==> src/rtl/kvt_pkg.sv <==
// Shared constants, request types and operation codes of the key-value table.
package kvt_pkg;

	localparam int ENTRIES    = 16;
	localparam int KEY_BITS   = 32;
	localparam int VALUE_BITS = 32;
	localparam int IDX_W      = $clog2(ENTRIES);

	localparam int OP_W       = 3;
	localparam int KEY_W      = 32;
	localparam int VALUE_W    = 32;

	localparam int QDEPTH     = 2;
	localparam int QPTR_W     = (QDEPTH > 1) ? $clog2(QDEPTH) : 1;
	localparam int QCNT_W     = $clog2(QDEPTH + 1);

	localparam logic [OP_W-1:0] OP_INSERT   = 3'd0;
	localparam logic [OP_W-1:0] OP_LOOKUP   = 3'd1;
	localparam logic [OP_W-1:0] OP_CONTAINS = 3'd2;
	localparam logic [OP_W-1:0] OP_ERASE    = 3'd3;
	localparam logic [OP_W-1:0] OP_CLEAR    = 3'd4;

	typedef logic [KEY_BITS-1:0]   key_t;
	typedef logic [VALUE_BITS-1:0] value_t;
	typedef logic [IDX_W-1:0]      idx_t;

	// Classified request, as the back end carries it out.
	typedef struct packed {
		logic   add;          // insert or lookup: may add the key
		logic   wr_value;     // insert: overwrite value on a hit
		logic   rd_value;     // lookup: return value on a hit
		logic   erase;
		logic   clear;
		key_t   key;
		value_t store_value;  // value written when the key is added or an insert hits
	} req_t;

	typedef enum logic [1:0] {
		ST_IDLE,
		ST_SCAN,
		ST_DRAIN,
		ST_COMMIT
	} st_t;

endpackage

==> src/rtl/kvt_ram.sv <==
// Generic single-write, single-read RAM with registered read data.
module kvt_ram #(
	parameter int WIDTH = 32,
	parameter int DEPTH = 16
) (
	input  logic                     clk,
	input  logic                     we,
	input  logic [$clog2(DEPTH)-1:0] waddr,
	input  logic [WIDTH-1:0]         wdata,
	input  logic [$clog2(DEPTH)-1:0] raddr,
	output logic [WIDTH-1:0]         rdata
);

	logic [WIDTH-1:0] mem [DEPTH];

	always_ff @(posedge clk) begin
		if (we) begin
			mem[waddr] <= wdata;
		end
		rdata <= mem[raddr];
	end

endmodule

==> src/rtl/kvt_front.sv <==
// Front end: accepts requests, decodes the operation and queues them for the back end.
module kvt_front (
	input  logic                  clk,
	input  logic                  arst_n,
	input  logic                  req_valid,
	output logic                  req_ready,
	input  logic [kvt_pkg::OP_W-1:0]    operation,
	input  logic [kvt_pkg::KEY_W-1:0]   key,
	input  logic [kvt_pkg::VALUE_W-1:0] value,
	output logic                  q_valid,
	output kvt_pkg::req_t         q_req,
	input  logic                  q_pop
);
	import kvt_pkg::*;

	req_t              slot_q [QDEPTH];
	logic [QPTR_W-1:0] wr_ptr_q;
	logic [QPTR_W-1:0] rd_ptr_q;
	logic [QCNT_W-1:0] cnt_q;
	req_t              dec;
	logic              push;
	logic              pop;

	always_comb begin
		dec             = '0;
		dec.key         = KEY_BITS'(key);
		dec.add         = (operation == OP_INSERT) || (operation == OP_LOOKUP);
		dec.wr_value    = (operation == OP_INSERT);
		dec.rd_value    = (operation == OP_LOOKUP);
		dec.erase       = (operation == OP_ERASE);
		dec.clear       = (operation == OP_CLEAR);
		// lookup adds a missing key with a zero value
		dec.store_value = (operation == OP_INSERT) ? VALUE_BITS'(value) : '0;
	end

	assign req_ready = (cnt_q != QCNT_W'(QDEPTH));
	assign push      = req_valid && req_ready;
	assign q_valid   = (cnt_q != '0);
	assign pop       = q_pop && q_valid;
	assign q_req     = slot_q[rd_ptr_q];

	always_ff @(posedge clk) begin
		if (push) begin
			slot_q[wr_ptr_q] <= dec;
		end
	end

	always_ff @(posedge clk or negedge arst_n) begin
		if (!arst_n) begin
			wr_ptr_q <= '0;
			rd_ptr_q <= '0;
			cnt_q    <= '0;
		end else begin
			if (push) begin
				wr_ptr_q <= (wr_ptr_q == QPTR_W'(QDEPTH - 1)) ? '0 : wr_ptr_q + 1'b1;
			end
			if (pop) begin
				rd_ptr_q <= (rd_ptr_q == QPTR_W'(QDEPTH - 1)) ? '0 : rd_ptr_q + 1'b1;
			end
			case ({push, pop})
				2'b10:   cnt_q <= cnt_q + 1'b1;
				2'b01:   cnt_q <= cnt_q - 1'b1;
				default: cnt_q <= cnt_q;
			endcase
		end
	end

endmodule

==> src/rtl/kvt_back.sv <==
// Back end: scans the table one entry a cycle, then commits the update and the response.
module kvt_back (
	input  logic                  clk,
	input  logic                  arst_n,
	input  logic                  q_valid,
	input  kvt_pkg::req_t         q_req,
	output logic                  q_pop,
	output logic                  rsp_valid,
	input  logic                  rsp_ready,
	output logic                  found,
	output logic [kvt_pkg::VALUE_W-1:0] read_value,
	output logic                  status
);
	import kvt_pkg::*;

	st_t               st_q;
	st_t               st_d;
	req_t              req_q;
	idx_t              idx_q;
	logic              cmp_vld_s1;
	idx_t              cmp_idx_s1;
	logic              hit_q;
	idx_t              hit_idx_q;
	value_t            hit_val_q;
	logic              free_q;
	idx_t              free_idx_q;
	logic [ENTRIES-1:0] valid_q;
	logic              out_vld_q;
	logic              out_found_q;
	value_t            out_val_q;
	logic              out_status_q;

	key_t              key_rdata;
	value_t            val_rdata;
	logic              out_free;
	logic              commit;
	logic              add_new;
	logic              key_we;
	logic              val_we;
	idx_t              val_waddr;
	logic              scan_last;

	assign out_free  = !out_vld_q || rsp_ready;
	assign scan_last = (idx_q == IDX_W'(ENTRIES - 1));
	assign add_new   = req_q.add && !hit_q && free_q;

	kvt_ram #(.WIDTH(KEY_BITS), .DEPTH(ENTRIES)) u_key_ram (
		.clk   (clk),
		.we    (key_we),
		.waddr (free_idx_q),
		.wdata (req_q.key),
		.raddr (idx_q),
		.rdata (key_rdata)
	);

	kvt_ram #(.WIDTH(VALUE_BITS), .DEPTH(ENTRIES)) u_val_ram (
		.clk   (clk),
		.we    (val_we),
		.waddr (val_waddr),
		.wdata (req_q.store_value),
		.raddr (idx_q),
		.rdata (val_rdata)
	);

	always_comb begin
		st_d = st_q;
		case (st_q)
			ST_IDLE:   if (q_valid) st_d = ST_SCAN;
			ST_SCAN:   if (scan_last) st_d = ST_DRAIN;
			ST_DRAIN:  st_d = ST_COMMIT;
			ST_COMMIT: if (out_free) st_d = ST_IDLE;
			default:   st_d = ST_IDLE;
		endcase
	end

	always_comb begin
		q_pop     = 1'b0;
		commit    = 1'b0;
		key_we    = 1'b0;
		val_we    = 1'b0;
		val_waddr = hit_q ? hit_idx_q : free_idx_q;
		case (st_q)
			ST_IDLE:   q_pop = q_valid;
			ST_COMMIT: begin
				commit = out_free;
				key_we = out_free && add_new;
				val_we = out_free && (add_new || (req_q.wr_value && hit_q));
			end
			default: begin
				q_pop = 1'b0;
			end
		endcase
	end

	// request and scan payload
	always_ff @(posedge clk) begin
		if (q_pop) begin
			req_q <= q_req;
		end
		cmp_idx_s1 <= idx_q;
		if (cmp_vld_s1 && valid_q[cmp_idx_s1] && (key_rdata == req_q.key)) begin
			hit_idx_q <= cmp_idx_s1;
			hit_val_q <= val_rdata;
		end
		if (cmp_vld_s1 && !valid_q[cmp_idx_s1] && !free_q) begin
			free_idx_q <= cmp_idx_s1;
		end
		if (commit) begin
			out_found_q  <= hit_q;
			out_val_q    <= (req_q.rd_value && hit_q) ? hit_val_q : '0;
			out_status_q <= req_q.add && !hit_q && !free_q;
		end
	end

	always_ff @(posedge clk or negedge arst_n) begin
		if (!arst_n) begin
			st_q       <= ST_IDLE;
			idx_q      <= '0;
			cmp_vld_s1 <= 1'b0;
			hit_q      <= 1'b0;
			free_q     <= 1'b0;
			valid_q    <= '0;
			out_vld_q  <= 1'b0;
		end else begin
			st_q       <= st_d;
			cmp_vld_s1 <= (st_q == ST_SCAN);
			if (st_q == ST_SCAN) begin
				idx_q <= scan_last ? '0 : idx_q + 1'b1;
			end
			if (q_pop) begin
				hit_q  <= 1'b0;
				free_q <= 1'b0;
			end else if (cmp_vld_s1) begin
				if (valid_q[cmp_idx_s1] && (key_rdata == req_q.key)) begin
					hit_q <= 1'b1;
				end
				if (!valid_q[cmp_idx_s1]) begin
					free_q <= 1'b1;
				end
			end
			if (commit) begin
				if (req_q.clear) begin
					valid_q <= '0;
				end else if (req_q.erase && hit_q) begin
					valid_q[hit_idx_q] <= 1'b0;
				end else if (add_new) begin
					valid_q[free_idx_q] <= 1'b1;
				end
			end
			// hold the response until taken
			if (commit) begin
				out_vld_q <= 1'b1;
			end else if (rsp_ready) begin
				out_vld_q <= 1'b0;
			end
		end
	end

	assign rsp_valid  = out_vld_q;
	assign found      = out_found_q;
	assign read_value = VALUE_W'(out_val_q);
	assign status     = out_status_q;

endmodule

==> src/rtl/linear_key_value_table.sv <==
// Linear key-value table: fixed-capacity associative array searched one entry a cycle.
// Requests are carried out one at a time: the back end scans every entry for one request
// and commits it before it takes the next one from the queue.
// A two-entry request queue lets requests be accepted while the scan runs.
// Reset empties the table at once (entry valid flops); key and value RAMs are not cleared.
// Response register holds a finished result while the next request is scanned.
module linear_key_value_table (
	input  logic                  clk,
	input  logic                  arst_n,
	input  logic                  req_valid,
	output logic                  req_ready,
	input  logic [kvt_pkg::OP_W-1:0]    operation,
	input  logic [kvt_pkg::KEY_W-1:0]   key,
	input  logic [kvt_pkg::VALUE_W-1:0] value,
	output logic                  rsp_valid,
	input  logic                  rsp_ready,
	output logic                  found,
	output logic [kvt_pkg::VALUE_W-1:0] read_value,
	output logic                  status
);
	import kvt_pkg::*;

	logic q_valid;
	req_t q_req;
	logic q_pop;

	kvt_front u_front (
		.clk       (clk),
		.arst_n    (arst_n),
		.req_valid (req_valid),
		.req_ready (req_ready),
		.operation (operation),
		.key       (key),
		.value     (value),
		.q_valid   (q_valid),
		.q_req     (q_req),
		.q_pop     (q_pop)
	);

	kvt_back u_back (
		.clk        (clk),
		.arst_n     (arst_n),
		.q_valid    (q_valid),
		.q_req      (q_req),
		.q_pop      (q_pop),
		.rsp_valid  (rsp_valid),
		.rsp_ready  (rsp_ready),
		.found      (found),
		.read_value (read_value),
		.status     (status)
	);

endmodule
==> config.mk <==
export PLATFORM = sky130hd
export DESIGN_NAME = linear_key_value_table
export DESIGN_NICKNAME = d
export VERILOG_FILES = /design/src/rtl/kvt_pkg.sv /design/src/rtl/kvt_ram.sv /design/src/rtl/kvt_front.sv /design/src/rtl/kvt_back.sv /design/src/rtl/linear_key_value_table.sv
export SDC_FILE = /design/constraint.sdc
export NUM_CORES = 1
export LEC_CHECK = 0
export BUFFER_PORTS_ARGS = -buffer_cell sky130_fd_sc_hd__buf_2
export CORE_ASPECT_RATIO = 0.7
export CORE_MARGIN = 1
export CORE_UTILIZATION = 65
export DETAILED_ROUTE_END_ITERATION = 10
export GPL_ROUTABILITY_DRIVEN = 1
export PLACE_DENSITY = 0.82
export SLEW_MARGIN = 20
export SYNTH_ARGS = -nofsm -noshare
export SYNTH_HDL_FRONTEND = slang
export SYNTH_SLANG_ARGS = --single-unit
==> constraint.sdc <==
create_clock -name clk -period 7.55 [get_ports clk]
set_clock_uncertainty 0.2 [all_clocks]
set_input_delay 0.755 -clock clk [delete_from_list [all_inputs] [get_ports clk]]
set_output_delay 0.755 -clock clk [all_outputs]
set_load 0.005 [all_outputs]
==> flow_metrics.tcl <==
set metrics [dict create \
    power.density_mw_per_mm2 386 \
    insertion_delay_ns 0.72 \
    dp_cells 3754 \
    hold_viol 0 \
    post_cts_resize_count 0 \
    root_buffer "clkbuf_16" \
    synth-adder-area-share_pct 0.166 \
    cp-end-kind "flop" \
    cts_inserted_buffers 120 \
    num-nets-final 2900 \
    postLayoutCellArea_sq_mm 0.0586 \
    setup_viol 0 \
    port_buffers 106 \
    cts_tree "built" \
    final_cell_mix "edfxtp_1, mux2i_1, mux2_2, o21ai_0, mux4_2" \
    synth_nets 2754 \
    grt_first_pass_wirelength_mm 171 \
    tightest_slew_ns 1.11 \
    yosys.area_share.simple_pct 2.44 \
    cp_slowest_cell "buf_4" \
    critPathKind "reg -> reg" \
    dr.first_iter.drc_count 3399 \
    vdd_ir_drop_max_mv 0.508 \
    wl_per_cell_microns 29.7 \
    muxShareOfSynthArea_pct 12.3 \
    finalSetupTns_ns 0 \
    cts.sinks 1403 \
    syn_inst 2676 \
    cpMostUsedCell "buf_4" \
    dp_worst_setup_slack_ns 3.64 \
    layout_setup_ws_ns 3.41 \
    crit_path_max_incr_delay_ns 0.85 \
    worst-path-buf-inv 2 \
    synth_top_family_by_area "multiplexers" \
    avgSynthCellArea_sq_um 19.7 \
    dr_total_vias 26782 \
    ios 107 \
    via_per_inst 6.72 \
    cap_violations 0 \
    fin_crit_sh_pct 54.8 \
    ant_nets 0 \
    drv_slew 0 \
    netlist.top_cell.by_area "edfxtp_1" \
    ys_seq_area_share_pct 78.4 \
    path_max_fanout 57 \
    die_w_microns 342 \
    synth_edf_count 1305 \
    yosysWarnings 0 \
    maxSlewHeadroom_pct 25.7 \
    gp_congestion 0.877 \
    grt_setup_unrepaired "false" \
    dp_hpwl_mm 59.3 \
    worstSetupStartpointType "flop" \
    grt_pass1_vias 26964 \
    stdcell_count 3985 \
    syn_area_sq_mm 0.0527 \
    gr-total-overflow 0 \
    ys_types 47 \
    dr.pass1.iters 11 \
    final_util_pct 73.8 \
    route.detailed.drc 4 \
    yosysTopAreaCellShare_pct 74.4 \
    layout_commonest_cell "edfxtp_1" \
    initial_core_util_pct 66.3 \
    cp_top_family "buffers and inverters" \
    synth-compound-area-share_pct 4.55 \
    die_y_microns 240 \
    dpl_cell_area_sq_mm 0.0544 \
    grt_max_degree 148 \
    core_area_sq_mm 0.0794 \
    power.leakage_uw 0.0194 \
    clock_path_buffers 3 \
    h-tree-depth 3 \
    synth_area_leaders "edfxtp_1, mux4_2, mux2i_1" \
    ys.flop_type "edfxtp_1" \
    status "complete, but fails checks" \
    fp.dieArea_sq_mm 0.0822 \
    clkTransAtPathRegs_ns 0.07 \
    critPathArrivalTime_ns 4.53 \
    synth-xor-area-share_pct 0.632 \
    max_freq_mhz 242 \
    core.rowCount 86 \
    violations "DRC" \
    min_period_ns 4.14 \
    critPathRequiredTime_ns 7.94 \
    antenna_found_initial 1 \
    synthArstFlopShare_pct 2.14 \
    hp-class "in -> reg" \
    cp_cell_sequence "buf_4 > and2_4 > buf_4 > a221oi_1 > o21ai_0 > nand2_1" \
    area_delta_synth_final_pct 11.2 \
    track_usage_pct 29.0 \
    synth_seq_cells 1403 \
    drive_above_1_share_pct 22.6 \
    drt-total-wl_mm 118 \
]
-- metal layers --
layer / track usage [%] / part of all wire, %
met1: 40.8 / 38
met2: 45.1 / 47
met3: 7.48 / 12
met4: 9.54 / 2.8
met5: 0 / 0.011
-- registers in the layout, indices dropped and copies added (netlist names), 16 cells and up --
name	count
u_back.valid_q	16
u_back.u_key_ram.rdata	32
u_back.read_value	32
u_back.hit_val_q	32
u_back.req_q	69
u_front.slot_q	138
u_back.u_val_ram.rdata	32
u_back.u_key_ram.mem	512
u_back.u_val_ram.mem	512
-- report_power, final --
part	internal, uW	switching, uW	leakage (uW)
combinational	2030	3060	0.00467
clock	3600	2750	0.00196
sequential	10100	1060	0.0128
-- synthesized netlist by cell type (4+ instances only) --
library cell  count
inv_1             8
and3_1           36
a22oi_1          64
dfrtp_1          30
buf_6            20
buf_2            19
mux4_2          128
buf_4            24
mux2i_1         196
dfxtp_1          68
xnor2_1          35
a221oi_1         56
mux4_1            4
nand3_1           4
ha_1              7
nand2_1          76
nor2b_1           8
o22a_1           16
nor2_1           52
mux2_2          134
and2_1           36
nor3_1            7
nand4_1           9
edfxtp_1       1305
o21ai_0         134
a221oi_2          8
clkbuf_1         69
a21oi_1          86
nand2b_1          9
-- cell type report --
cell class,count,area (sq um)
flip-flops and latches,1403,41300
fillers,4246,20800
multi-input cells,1129,10800
clock buffers,161,3280
well taps,1056,1320
repair buffers,160,983
clock inverters,67,798
inverters,8,30.0
diodes,1,2.50
-- logic make-up (layout without fill, tap and decap cells) --
family          Yosys count  count (layout)
compound gates          369             369
xor+xnor                 38              38
fa+ha+maj                 7               7
buf+inv                 144             396
flops                  1403            1403
mux                     462             462
other cells               0               1
simple gates            253             253
-- path summary, 6_finish.rpt --
| path | start | end | slack [ns] | cells past startpoint |
|---|---|---|---|---|
| worst max-delay path | u_back.idx_q[2] | u_back.u_key_ram.rdata[3] | 3.41 | 6 |
| worst min-delay path | key[12] | u_front.slot_q[0][44] | 0.03 | 1 |
| worst max register to register | u_back.idx_q[2] | u_back.u_key_ram.rdata[3] | 3.41 | 6 |
| worst min register to register | u_back.u_val_ram.rdata[10] | u_back.hit_val_q[10] | 0.20 | 0 |
| max in group asynchronous | arst_n | u_front.rd_ptr_q | 5.95 | 2 |
| min in group asynchronous | arst_n | u_back.rsp_valid | 0.50 | 2 |
-- metrics by stage --
step	hold slack (ns)	total power [uW]
after floorplan	0.142	14600
after global routing	0.00940	23400
after detailed placement	0.189	16200
final	0.0295	22600
after global placement	0.191	15900
after CTS	0.000185	22600
-- what timing repair did --
| action | in CTS | in global routing |
|---|---|---|
| endpoints found under the hold margin | 30 | 0 |
| endpoints found under the setup margin | 0 | 0 |
| hold buffers | 1 | 0 |
| buffers inserted | 0 | 0 |
Note: power is estimated with default switching activity, not from simulation.
